[src/hw/rtl/wdg_pkg.sv]
package wdg_pkg;

  // Input opcodes. Code 3 is unused and leaves the state untouched.
  localparam logic [1:0] OP_TICK      = 2'd0;
  localparam logic [1:0] OP_HEARTBEAT = 2'd1;
  localparam logic [1:0] OP_HANDSHAKE = 2'd2;
  localparam logic [1:0] OP_RESERVED  = 2'd3;

  // Result status codes.
  localparam logic [2:0] ST_NONE      = 3'd0;
  localparam logic [2:0] ST_ACCEPT    = 3'd1;
  localparam logic [2:0] ST_CRC       = 3'd2;
  localparam logic [2:0] ST_STALE     = 3'd3;
  localparam logic [2:0] ST_WINDOW    = 3'd4;
  localparam logic [2:0] ST_TIMEOUT   = 3'd5;
  localparam logic [2:0] ST_HANDSHAKE = 3'd6;

  // Configuration register indexes.
  localparam logic [1:0] CFG_OPEN_WINDOW = 2'd0;
  localparam logic [1:0] CFG_CYCLE       = 2'd1;
  localparam logic [1:0] CFG_THRESHOLD   = 2'd2;

  localparam logic [15:0] OPEN_WINDOW_RST = 16'd300;
  localparam logic [15:0] CYCLE_RST       = 16'd400;
  localparam logic [7:0]  THRESHOLD_RST   = 8'd5;

  localparam logic [7:0] FAIL_MAX = 8'hFF;

  typedef struct packed {
    logic [15:0] open_window_ticks;
    logic [15:0] cycle_ticks;
    logic [7:0]  failure_threshold;
  } cfg_t;

  typedef struct packed {
    logic [1:0] opcode;
    logic [7:0] sequence_req;
    logic       crc_ok;
  } item_t;

  typedef struct packed {
    logic [15:0] cycle_pos;
    logic [15:0] idle_ticks;
    logic [7:0]  fail_count;
    logic [7:0]  last_seq;
    logic        expired;
    logic [31:0] accepted_count;
  } wdg_state_t;

  typedef struct packed {
    logic [2:0]  status;
    logic [7:0]  failure_count;
    logic        expired;
    logic [31:0] valid_total;
    logic [15:0] reply_cycle;
  } result_t;

endpackage

[src/hw/rtl/windowed_heartbeat_watchdog.sv]
// Windowed heartbeat watchdog. Each input transfer is a tick of time, a
// heartbeat or a handshake request, and each one yields exactly one result
// transfer carrying a status code, the consecutive failure count, the sticky
// expired flag, the total of accepted heartbeats and, for a handshake, the
// cycle length. The block takes one item per clock cycle while the consumer
// keeps up. An accepted item is held in the input register and then moves
// through the check logic into the output register, which presents its
// result. The output register holds the result while the consumer stalls,
// and the input side stalls only when both registers are full and the
// result is not being taken. Configuration must be written only while no
// item is in flight. Once expired, the block reports status 0 and the frozen
// state for every item until reset.
module windowed_heartbeat_watchdog
  import wdg_pkg::*;
(
  input  logic        clk,
  input  logic        rst_n,
  // Configuration write port.
  input  logic        cfg_we,
  input  logic [1:0]  cfg_index,
  input  logic [15:0] cfg_wdata,
  // Input channel.
  input  logic        in_tvalid,
  output logic        in_tready,
  input  logic [15:0] in_tdata,   // [7:0] sequence_req, [8] crc_ok, [15:9] zero
  input  logic [1:0]  in_tuser,   // [1:0] opcode
  // Result channel.
  output logic        out_tvalid,
  input  logic        out_tready,
  output logic [63:0] out_tdata,  // [7:0] failure_count, [8] expired,
                                  // [40:9] valid_total, [56:41] reply_cycle,
                                  // [63:57] zero
  output logic [2:0]  out_tuser   // [2:0] status
);

  cfg_t       cfg;
  item_t      item_r;
  logic       in_valid_r;
  wdg_state_t state_r;
  wdg_state_t state_nxt;
  result_t    res_nxt;
  result_t    res_r;
  logic       out_valid_r;
  logic       advance;

  wdg_cfg u_cfg (
    .clk       (clk),
    .rst_n     (rst_n),
    .cfg_we    (cfg_we),
    .cfg_index (cfg_index),
    .cfg_wdata (cfg_wdata),
    .cfg       (cfg)
  );

  // The held item moves into the check logic whenever the output register is
  // free or is being drained in this cycle.
  assign advance   = in_valid_r && (!out_valid_r || out_tready);
  assign in_tready = !in_valid_r || advance;

  always_ff @(posedge clk) begin
    if (!rst_n) begin
      in_valid_r <= 1'b0;
    end else if (in_tready) begin
      in_valid_r <= in_tvalid;
    end
  end

  always_ff @(posedge clk) begin
    if (in_tready && in_tvalid) begin
      item_r.opcode       <= in_tuser;
      item_r.sequence_req <= in_tdata[7:0];
      item_r.crc_ok       <= in_tdata[8];
    end
  end

  wdg_core u_core (
    .cfg  (cfg),
    .item (item_r),
    .cur  (state_r),
    .nxt  (state_nxt),
    .res  (res_nxt)
  );

  // Watchdog state changes only when an item is actually processed.
  always_ff @(posedge clk) begin
    if (!rst_n) begin
      state_r <= '0;
    end else if (advance) begin
      state_r <= state_nxt;
    end
  end

  always_ff @(posedge clk) begin
    if (!rst_n) begin
      out_valid_r <= 1'b0;
    end else if (advance) begin
      out_valid_r <= 1'b1;
    end else if (out_tready) begin
      out_valid_r <= 1'b0;
    end
  end

  always_ff @(posedge clk) begin
    if (advance) begin
      res_r <= res_nxt;
    end
  end

  assign out_tvalid = out_valid_r;
  assign out_tuser  = res_r.status;
  assign out_tdata  = {7'd0, res_r.reply_cycle, res_r.valid_total,
                       res_r.expired, res_r.failure_count};

  // Expiry is sticky until reset.
  a_expired_sticky: assert property (@(posedge clk) disable iff (!rst_n)
    state_r.expired |=> state_r.expired)
    else $error("expired flag cleared without reset");

  // An accepted heartbeat always reports a cleared failure count.
  a_accept_clears: assert property (@(posedge clk) disable iff (!rst_n)
    (out_tvalid && (res_r.status == ST_ACCEPT)) |-> (res_r.failure_count == 8'd0))
    else $error("accepted heartbeat with nonzero failure count");

  // Only a handshake acknowledgment carries a cycle length.
  a_reply_only_ack: assert property (@(posedge clk) disable iff (!rst_n)
    (out_tvalid && (res_r.status != ST_HANDSHAKE)) |-> (res_r.reply_cycle == 16'd0))
    else $error("reply cycle set outside a handshake");

  // An expired block processes items without changing any state.
  a_frozen_state: assert property (@(posedge clk) disable iff (!rst_n)
    (advance && state_r.expired) |=> (state_r == $past(state_r)))
    else $error("state changed while expired");

  // With the output register empty the input side never stalls.
  a_no_false_stall: assert property (@(posedge clk) disable iff (!rst_n)
    !out_valid_r |-> in_tready)
    else $error("input stalled with free output register");

endmodule

[src/hw/rtl/wdg_cfg.sv]
module wdg_cfg
  import wdg_pkg::*;
(
  input  logic        clk,
  input  logic        rst_n,
  input  logic        cfg_we,
  input  logic [1:0]  cfg_index,
  input  logic [15:0] cfg_wdata,
  output cfg_t        cfg
);

  cfg_t cfg_r;

  always_ff @(posedge clk) begin
    if (!rst_n) begin
      cfg_r.open_window_ticks <= OPEN_WINDOW_RST;
      cfg_r.cycle_ticks       <= CYCLE_RST;
      cfg_r.failure_threshold <= THRESHOLD_RST;
    end else if (cfg_we) begin
      unique case (cfg_index)
        CFG_OPEN_WINDOW: cfg_r.open_window_ticks <= cfg_wdata;
        CFG_CYCLE:       cfg_r.cycle_ticks       <= cfg_wdata;
        CFG_THRESHOLD:   cfg_r.failure_threshold <= cfg_wdata[7:0];
        default: ;  // Writes beyond the register list are dropped.
      endcase
    end
  end

  assign cfg = cfg_r;

endmodule

[src/hw/rtl/wdg_core.sv]
module wdg_core
  import wdg_pkg::*;
(
  input  cfg_t       cfg,
  input  item_t      item,
  input  wdg_state_t cur,
  output wdg_state_t nxt,
  output result_t    res
);

  logic [16:0]       pos_inc;
  logic [15:0]       idle_inc;
  logic [7:0]        fail_inc;
  logic              fail_hit;
  logic signed [9:0] delta;
  logic              seq_follows;
  logic              stale;
  logic [2:0]        status;
  logic [15:0]       reply;

  assign pos_inc     = {1'b0, cur.cycle_pos} + 17'd1;
  assign idle_inc    = cur.idle_ticks + 16'd1;
  assign fail_inc    = (cur.fail_count == FAIL_MAX) ? cur.fail_count : cur.fail_count + 8'd1;
  assign delta       = $signed({2'b00, item.sequence_req}) - $signed({2'b00, cur.last_seq});
  assign seq_follows = (item.sequence_req == cur.last_seq + 8'd1);
  assign stale       = !seq_follows && ((delta < -10'sd1) || (delta > 10'sd10));

  always_comb begin
    nxt      = cur;
    status   = ST_NONE;
    reply    = '0;
    fail_hit = 1'b0;
    if (!cur.expired) begin
      unique case (item.opcode)
        OP_TICK: begin
          nxt.cycle_pos  = (pos_inc >= {1'b0, cfg.cycle_ticks}) ? 16'd0 : pos_inc[15:0];
          nxt.idle_ticks = idle_inc;
          if (idle_inc >= cfg.open_window_ticks) begin
            fail_hit       = 1'b1;
            status         = ST_TIMEOUT;
            nxt.idle_ticks = '0;
            nxt.cycle_pos  = '0;
          end
        end
        OP_HEARTBEAT: begin
          nxt.cycle_pos  = '0;
          nxt.idle_ticks = '0;
          if (!item.crc_ok) begin
            fail_hit = 1'b1;
            status   = ST_CRC;
          end else if (stale) begin
            fail_hit = 1'b1;
            status   = ST_STALE;
          end else begin
            // The sequence is taken even when the window check fails.
            nxt.last_seq = item.sequence_req;
            if (cur.cycle_pos >= cfg.open_window_ticks) begin
              fail_hit = 1'b1;
              status   = ST_WINDOW;
            end else begin
              status             = ST_ACCEPT;
              nxt.accepted_count = cur.accepted_count + 32'd1;
              nxt.fail_count     = '0;
            end
          end
        end
        OP_HANDSHAKE: begin
          status         = ST_HANDSHAKE;
          reply          = cfg.cycle_ticks;
          nxt.idle_ticks = '0;
        end
        default: ;
      endcase
    end
    if (fail_hit) begin
      nxt.fail_count = fail_inc;
      if (fail_inc >= cfg.failure_threshold) begin
        nxt.expired = 1'b1;
      end
    end
  end

  assign res.status        = status;
  assign res.failure_count = nxt.fail_count;
  assign res.expired       = nxt.expired;
  assign res.valid_total   = nxt.accepted_count;
  assign res.reply_cycle   = reply;

endmodule
[config.mk]
export PLATFORM = sky130hd
export DESIGN_NAME = windowed_heartbeat_watchdog
export DESIGN_NICKNAME = d
export VERILOG_FILES = /design/src/hw/rtl/wdg_pkg.sv /design/src/hw/rtl/windowed_heartbeat_watchdog.sv /design/src/hw/rtl/wdg_cfg.sv /design/src/hw/rtl/wdg_core.sv
export SDC_FILE = /design/constraint.sdc
export NUM_CORES = 1
export LEC_CHECK = 0
export ABC_AREA = 1
export BUFFER_PORTS_ARGS = -buffer_cell sky130_fd_sc_hd__buf_2
export CAP_MARGIN = 30
export CELL_PAD_IN_SITES_DETAIL_PLACEMENT = 1
export CELL_PAD_IN_SITES_GLOBAL_PLACEMENT = 1
export CORE_ASPECT_RATIO = 0.7
export CORE_MARGIN = 3
export CORE_UTILIZATION = 48
export CTS_CLUSTER_DIAMETER = 50
export DETAILED_ROUTE_END_ITERATION = 8
export GPL_TIMING_DRIVEN = 0
export PLACE_DENSITY = 0.83
export RECOVER_POWER = 25
export SKIP_CTS_REPAIR_TIMING = 1
export SLEW_MARGIN = 20
export SYNTH_ARGS = -nofsm -noshare
export SYNTH_HDL_FRONTEND = slang
export SYNTH_SLANG_ARGS = --single-unit
[constraint.sdc]
create_clock -name clk -period 5.6 [get_ports clk]
set_clock_uncertainty 0.15 [all_clocks]
set_input_delay 0.84 -clock clk [delete_from_list [all_inputs] [get_ports clk]]
set_output_delay 0.84 -clock clk [all_outputs]
set_load 0.02 [all_outputs]
After elaboration in Yosys (flattened, before gate mapping)
Index checks and enable logic that the tools add are counted.
{"block": "word_totals", "reg_bits": 194, "out_inout_bits": 69}
{"block": "classes", "bitwise_logic": 3, "n_lt_le_gt_ge": 6, "reduce_logical": 22, "n_mux": 31, "n_eq_ne": 6, "add_sub_neg": 6}
{"cell": "32-bit two-way mux", "n": 6}
{"cell": "16-bit two-way mux", "n": 5}
{"cell": "16-bit case mux with 2 select lines", "n": 2}
{"cell": "32-bit by 1-bit adder with 32-bit output (second input constant)", "n": 1}
{"cell": "16-bit >= comparator", "n": 2}
{"cell": "8-bit two-way mux", "n": 3}
{"cell": "16-bit by 1-bit adder with 17-bit output (second input constant)", "n": 1}
{"cell": "17-bit by 16-bit >= comparator with 1-bit output", "n": 1}
{"cell": "16-bit by 1-bit adder with 16-bit output (second input constant)", "n": 1}
{"cell": "8-bit by 1-bit adder with 8-bit output (second input constant)", "n": 2}
{"cell": "3-bit two-way mux", "n": 4}
{"cell": "10-bit by 5-bit greater-than comparator with 1-bit output (second input constant)", "n": 1}
{"cell": "10-bit by 1-bit < comparator with 1-bit output (second input constant)", "n": 1}
{"cell": "1-bit two-way mux", "n": 9}
{"cell": "3-bit case mux with 3 select lines", "n": 1}
{"cell": "8-bit by 8-bit subtractor with 9-bit output", "n": 1}
{"cell": "8-bit equality test", "n": 1}
{"cell": "8-bit equality test (second input constant)", "n": 1}
{"cell": "8-bit >= comparator", "n": 1}
{"cell": "2-bit AND reduction", "n": 3}
{"cell": "3-bit AND reduction", "n": 2}
{"cell": "2-bit nonzero test", "n": 3}
{"cell": "5-bit AND reduction", "n": 1}
{"cell": "2-bit by 1-bit equality test with 1-bit output (second input constant)", "n": 2}
{"cell": "8 further kinds", "n": 19}

Depth between registers and ports, before layout
Gate-level depths: netlist (run 1).
{"block": "logic_depth", "ltp_word": 9, "mapped_depth": 25, "ltp_nobuf": 24}

By module
Synthesis (run 1) repeated with hierarchy kept, for this count alone.
{"block": "hier_totals", "cells_unflattened": 1778, "area_unflattened_um2": 12542.0}
{"module": "windowed_heartbeat_watchdog", "instances": 1, "seq_area_each_um2": 3793.6, "cells_each": 622, "area_per_inst_um2": 5881.9}
{"module": "wdg_core", "instances": 1, "seq_area_each_um2": 0.0, "cells_each": 911, "area_per_inst_um2": 4977.3}
{"module": "wdg_cfg", "instances": 1, "seq_area_each_um2": 800.8, "cells_each": 245, "area_per_inst_um2": 1682.9}

Worst setup path before layout (run 1)
No wires, ideal clock.
{"block": "synth_timing", "path_kind": "input to register", "from": "input port out_tready", "to": "register res_r, in the netlist out_tdata[0] (enable)", "required_time_ns": 5.002, "n_path_buf": 1, "cell_stages": 5, "t_arrival_ns": 3.045, "slack_ns": 1.958, "setup_time_ns": 0.448, "path_cell_list": "inv_1 > nand2_1 > nand2_1 > clkinv_1 > clkbuf_1"}
{"block": "synth_between", "elab_chain_cells": 2}
{"element": "from (decl)", "line": "windowed_heartbeat_watchdog.sv:29", "rtl": "input logic out_tready,"}
{"element": "1-bit logical OR", "line": "windowed_heartbeat_watchdog.sv:57", "rtl": "assign advance = in_valid_r && (!out_valid_r || out_tready);"}
{"element": "1-bit logical AND", "line": "windowed_heartbeat_watchdog.sv:57"}
{"element": "named net advance", "line": "windowed_heartbeat_watchdog.sv:44", "rtl": "logic advance;"}
{"element": "to (signal assigned)", "line": "windowed_heartbeat_watchdog.sv:105", "rtl": "res_r <= res_nxt;"}
{"element": "to (decl)", "line": "windowed_heartbeat_watchdog.sv:42", "rtl": "result_t res_r;"}
The timed path passes the listed nets, and every way through them passes these cells.
A chain may end at the register's enable or synchronous reset.

Worst setup path after layout (run 1)
{"block": "layout_timing", "from": "register state_r[49] in the netlist's numbering", "to": "register state_r[62] in the netlist's numbering"}
{"block": "layout_between", "elab_chain_cells": 4}
{"element": "from (decl)", "line": "windowed_heartbeat_watchdog.sv:39", "rtl": "wdg_state_t state_r;"}
{"element": "from (signal assigned)", "line": "windowed_heartbeat_watchdog.sv:89", "rtl": "state_r <= state_nxt;"}
{"element": "16-bit by 1-bit adder with 16-bit output *", "line": "wdg_core.sv:22", "rtl": "assign idle_inc = cur.idle_ticks + 16'd1;"}
{"element": "16-bit >= comparator", "line": "wdg_core.sv:38", "rtl": "if (idle_inc >= cfg.open_window_ticks) begin"}
{"element": "32-bit two-way mux *", "line": "wdg_core.sv:38"}
{"element": "16-bit case mux with 2 select lines *", "line": "wdg_core.sv:34", "rtl": "unique case (item.opcode)"}
Mark *: on every way between the ends. The rest lies on a longest branch, timed or not.

==> impl_metrics.yaml, run 1 <==
status:
  status: "complete, no violations"
route:
  routedWlPerCell_um: 17.5
  wl_um: 31300
  num_vias: 9524
  via_per_inst: 5.34
  ant_nets: 0
  drc: 0
  drt_iter0_drc: 638
  drt-pass1-iter-count: 5
setup_path:
  slowest_delay_ps: 430
  cp-start-kind: "flop"
  reg2reg_slack_ps: 1300
  crit_start: "state_r[49]"
  crit_top_cell: "nand2_1"
  critPathTopFamily: "simple AND/OR/NAND/NOR gates"
  r2r-end: "state_r[62]"
  cp.depth: 20
  required_ps: 5760
  path_max_fanout: 10
  r2r-start: "state_r[49]"
  path_cells: "ha_1 > nand2_1 > nor2_1 > inv_1 > nor3_1 > inv_1 > nor3_1 > nand2_1 > xnor2_1 > ha_1 > nand4_1 > nor2_1 > nand3_1 > nand3_1 > clkinv_1 > nand2_1 > inv_1 > clkbuf_1 > nand2_1 > a21oi_1"
  reg2reg_depth: 20
  critPathKind: "flop to flop"
  setup.worst_path.end_class: "flop"
  cp_slowest_cell: "dfxtp_1"
  cp_num_buf_inv: 5
  critPathArrivalTime_ps: 4460
  cp-endpoint: "state_r[62]"
floorplanning:
  fp.dieW_um: 185
  fp.dieH_um: 131
  placementRows: 45
  coreArea_um2: 21800
  dieArea_um2: 24200
  io_pins: 110
  start_util: 0.492
global_route:
  track_usage: 0.260
  grt_overflow: 0
  grt_pass1_vias: 9775
  use_met3: 0.0504
  top_usage_layer: "met2"
  grt_max_degree: 41
  grt_use_met2: 0.416
  grt_first_pass_wirelength_um: 50300
  met1_usage: 0.366
  antenna_found_initial: 0
layout:
  instances_no_fill: 1782
  final_nets: 1602
  drive_gt1_frac: 0.0933
  area_delta_synth_final_pct: 13.3
  insertedDiodeCount: 0
synth:
  synth_edf_count: 71
  syn_inst: 1366
  synth_seq_cells: 194
  yosysWarnings: 0
  ys.flop_type: "dfxtp_1"
  netlist_area_um2: 10700
  synth.distinct_cells: 46
  async_flop_share: 0
  synth_area_per_cell_um2: 7.86
  yosysSeqAreaShare: 0.428
timing:
  fmax_ghz: 0.232
  hold_violations: 0
  post-route-period-util: 0.768
  rsz0062_at_grt: "no"
  fin_crit_ps: 4300
  fin_setup_tns_ps: 0
  finalSetupViolations: 0
  tightest_slew_ps: 727
  slew_headroom: 0.515
  drv_slew: 0
clocking:
  root_buffer: "clkbuf_16"
  tritoncts: "yes"
  clk_latency_ps: 460
  cts.clk_slew.worst_paths_ps: 80
  htreeDepth: 4
  cts.sinks: 194
  clk_path_buf_depth: 2
  numCtsBuffers: 17
hold_path:
  worst_hold_path_type: "flop to flop"
place:
  placed_cells: 1749
  port-buffer-count: 94
  gp_congestion: 0.886
  dpl.hpwl_um: 24000
power_and_ir_drop:
  leakage_nw: 5.59
  peakVddDrop_mv: 0.206
  powerDensity_nw_per_um2: 263
job:
  maxCapViolations: 0
layout by cell type (no fill, tap or decap), types with 37 or more instances in the layout:
cell | synthesis | final
o21ai_0 | 62 | 62
dfxtp_1 | 123 | 123
a21oi_1 | 128 | 128
nand3_1 | 51 | 51
nand2_1 | 261 | 261
inv_1 | 247 | 248
buf_2 | 4 | 69
xor2_1 | 43 | 43
ha_1 | 73 | 73
edfxtp_1 | 71 | 71
nor2_1 | 95 | 95
clkbuf_1 | 30 | 59
nand4_1 | 37 | 37
through the flow:
step	util	setup WS, ps	instance area [µm²]	hold slack [ps]	power, mW
2_1_floorplan	-	1960	10800	285	1.85
3_3_place_gp	0.530	658	11600	306	1.97
3_5_place_dp	0.532	1450	11600	310	1.99
4_1_cts	0.558	1380	12200	320	3.22
5_1_grt	0.557	1010	12200	341	3.33
6_report	0.557	1300	12200	317	3.20
tightest hold or removal path: cells and delay by family, from the launching register on:
family           cells  cell delay [ps]
flip-flops           1              310
AO/OA/AOI/OAI        1               50
AND/OR/NAND/NOR      1               60
synthesized netlist by cell type (all sizes together), types with 2 or more instances:
cell	instances	area (µm²)
inv	250	938
nor3	23	125
xnor2	15	131
nor2	102	420
clkinv	2	7.51
xor2	43	377
o21ai	84	428
a22oi	2	15.0
nand4	38	253
dfxtp	123	2460
nand3	57	315
a21o	2	15.0
or2	2	15.0
o211ai	10	75.1
nor4	3	18.8
clkbuf	30	113
ha	73	913
o21bai	8	60.1
nand2	264	998
nand3b	2	15.0
a211oi	9	67.6
edfxtp	71	2130
buf	16	125
a21oi	128	641
layer usage:
metal / part of all wire / up-vias
li1: - / 4668
met1: 0.47 / 4605
met2: 0.47 / 211
met3: 0.048 / 40
met4: 0.013 / 0
met5: 0 / -
cells by family after synthesis:
logic type	after synthesis	share of synthesized area
XOR/XNOR	58	0.0473
flip-flops	194	0.428
AO/OA/AOI/OAI	247	0.124
adder cells (fa/ha/maj)	74	0.0869
other	1	0.000349
buffers and inverters	298	0.110
AND/OR/NAND/NOR	494	0.203
power by group:
group	leakage [nW]	internal (mW)	switching, mW	total, mW
registers	1.68	1.53	0.0412	1.57
clock network	0.291	0.602	0.640	1.24
logic	3.61	0.119	0.268	0.387
total	5.59	2.25	0.950	3.20
flip-flops by register name, summed over array words and instances (netlist names):
signal,flops
out_tvalid,1
out_tdata,57
u_cfg.cfg,40
state_r,81
out_tuser,3
in_valid_r,1
item_r,11
worst min-delay path by stage:
stage	startpoint	end	cells after the start
5_1_grt	u_cfg.cfg[6]	u_cfg.cfg[6]	2
4_1_cts	state_r[59]	state_r[59]	2
3_5_place_dp	state_r[59]	state_r[59]	2
2_1_floorplan	u_cfg.cfg[1]	u_cfg.cfg[1]	2
3_3_place_gp	state_r[59]	state_r[59]	2
6_report	state_r[59]	state_r[59]	2
layout make-up:
| cell class | count | area [µm²] |
|---|---|---|
| Inverter | 252 | 946 |
| Clock buffer | 17 | 425 |
| Multi-Input combinational cell | 880 | 4990 |
| Tap cell | 282 | 353 |
| Buffer | 46 | 241 |
| Sequential cell | 194 | 4590 |
| Fill cell | 2747 | 9680 |
| Timing Repair Buffer | 96 | 458 |
| Clock inverter | 15 | 163 |
(Power assumes the default switching activity.)
==> run 2, diff against run 1 <==
- CORE_UTILIZATION: 48 -> 44
- PLACE_DENSITY: 0.83 -> 0.77
- clock period: 5.6 -> 4.3 ns (I/O delays scaled with it)
==> impl_metrics.yaml, run 2 (same netlist as run 1, synthesis figures left out) <==
power_and_ir_drop:
  leakage_nw: 5.61
  p_comb_frac: 0.122
  clkPwrFrac: 0.385
  switching_share: 0.295
  p_total_mw: 4.15
  peakVddDrop_mv: 0.303
  p_int_mw: 2.93
  seqPwrFrac: 0.493
  switchingPower_mw: 1.22
  powerDensity_nw_per_um2: 339
hold_path:
  worst_hold_path_type: "primary input to flop"
  holdPathStages: 1
  holdPathEnd: "item_r[4]"
  holdCritStartpoint: "in_tdata[3]"
clocking:
  tritoncts: "yes"
  clk_latency_ps: 450
  numCtsBuffers: 17
  cts.sinks: 194
  cts.clk_slew.worst_paths_ps: 90
  root_buffer: "clkbuf_16"
  htreeDepth: 4
  clk_path_buf_depth: 2
setup_path:
  reg2reg_slack_ps: 430
  critPathArrivalTime_ps: 3910
  cp-start-kind: "flop"
  r2r-end: "out_tdata[0]"
  setup.worst_path.end_class: "flop"
  path_max_fanout: 10
  reg2reg_depth: 22
  r2r-start: "state_r[49]"
  required_ps: 4340
  critPathKind: "flop to flop"
layout:
  fin_util: 0.514
  area_delta_synth_final_pct: 13.9
  largest_reg_flops: 81
  largest_register: "state_r"
  final_nets: 1602
  insertedDiodeCount: 0
  drive_gt1_frac: 0.0993
  final_common_cell: "nand2_1"
  layout_common_cells: "nand2_1 (261), inv_1 (248), a21oi_1 (128)"
timing:
  rsz0062_at_grt: "no"
  finalSetupViolations: 0
  tightest_slew_ps: 776
  post-route-period-util: 0.899
  drv_slew: 0
  fmax_ghz: 0.259
  slew_headroom: 0.483
  fin_setup_tns_ps: 0
  hold_violations: 0
  fin_crit_ps: 3870
floorplanning:
  coreArea_um2: 23800
  dieArea_um2: 26400
  placementRows: 47
  io_pins: 110
  start_util: 0.451
  fp.dieH_um: 137
  fp.dieW_um: 193
global_route:
  antenna_found_initial: 0
  grt_overflow: 0
  grt_max_degree: 54
  grt_pass1_vias: 9619
  grt_first_pass_wirelength_um: 50000
  track_usage: 0.242
job:
  maxCapViolations: 0
route:
  ant_nets: 0
  via_per_inst: 5.22
  num_vias: 9487
  wl_um: 31100
  drt-pass1-iter-count: 4
  routedWlPerCell_um: 17.1
  drc: 0
  drt_iter0_drc: 459
status:
  status: "complete, no violations"
place:
  dpl.hpwl_um: 24100
  port-buffer-count: 94
  gp_congestion: 0.860
==> run 2: cell types whose count changed in the layout (fill, tap and decap cells not counted), moves of 2 or more <==
cell	delta
buf_2	+5
clkbuf_1	-5
nor3_1	-4
clkinv_8	-3
nor3_2	+3
clkinv_4	+2
==> run 2: worst max path at each step <==
stage           startpoint       endpoint
2_1_floorplan   out_tready   out_tdata[0]
3_3_place_gp    out_tready  out_tdata[14]
3_5_place_dp   state_r[49]    state_r[62]
4_1_cts        state_r[49]    state_r[62]
5_1_grt        state_r[49]   out_tdata[0]
6_report       state_r[49]   out_tdata[0]
==> run 2: layer usage <==
layer | track usage | up-vias | wire length [µm]
li1 | - | 4675 | -
met1 | 0.346 | 4646 | 15600
met2 | 0.394 | 149 | 14200
met3 | 0.0379 | 17 | 1110
met4 | 0.0421 | 0 | 201
met5 | 0 | - | 0
==> run 2: final cells by class <==
| class | count | area, µm² |
|---|---|---|
| buffer | 46 | 243 |
| clock buffer | 18 | 429 |
| fill | 3010 | 11600 |
| timing repair buffer | 96 | 472 |
| multi-input combinational | 880 | 5010 |
| clock inverter | 14 | 136 |
| sequential | 194 | 4590 |
| tap | 318 | 398 |
| inverter | 252 | 946 |
==> run 2: metrics by stage <==
| step | std cells | hold slack [ps] | worst slack, ps | area (µm²) |
|---|---|---|---|---|
| 3_3_place_gp | 1784 | 306 | -432 | 11600 |
| 2_1_floorplan | 1372 | 285 | 853 | 10800 |
| 4_1_cts | 1817 | 194 | 225 | 12200 |
| 3_5_place_dp | 1785 | 311 | 249 | 11700 |
| 6_report | 1818 | 212 | 434 | 12200 |
| 5_1_grt | 1818 | 198 | 6.74 | 12200 |
==> run 2: critical path, cell delays in order (launching register included) <==
cell	delay, ps
dfxtp_1	410
ha_1	220
nand2_1	90
nor2_1	110
inv_1	80
nor3_2	170
inv_1	90
nor3_2	170
nand2_1	90
xnor2_1	170
ha_1	300
nand4_1	110
nor2_1	230
nand3_1	110
nand3_1	170
nand2_1	100
inv_1	80
nand2_1	60
nand2_2	160
buf_4	210
nand2_1	70
o21ai_1	160
inv_1	80
==> run 2: power groups by stage <==
| stage | logic [mW] | clock network (mW) | registers, mW |
|---|---|---|---|
| after floorplan | 0.296 | 0 | 2.12 |
| after global routing | 0.569 | 1.70 | 2.06 |
| after detailed placement | 0.506 | 0 | 2.09 |
| after CTS | 0.511 | 1.63 | 2.05 |
| final | 0.507 | 1.60 | 2.05 |
| after global placement | 0.479 | 0 | 2.09 |
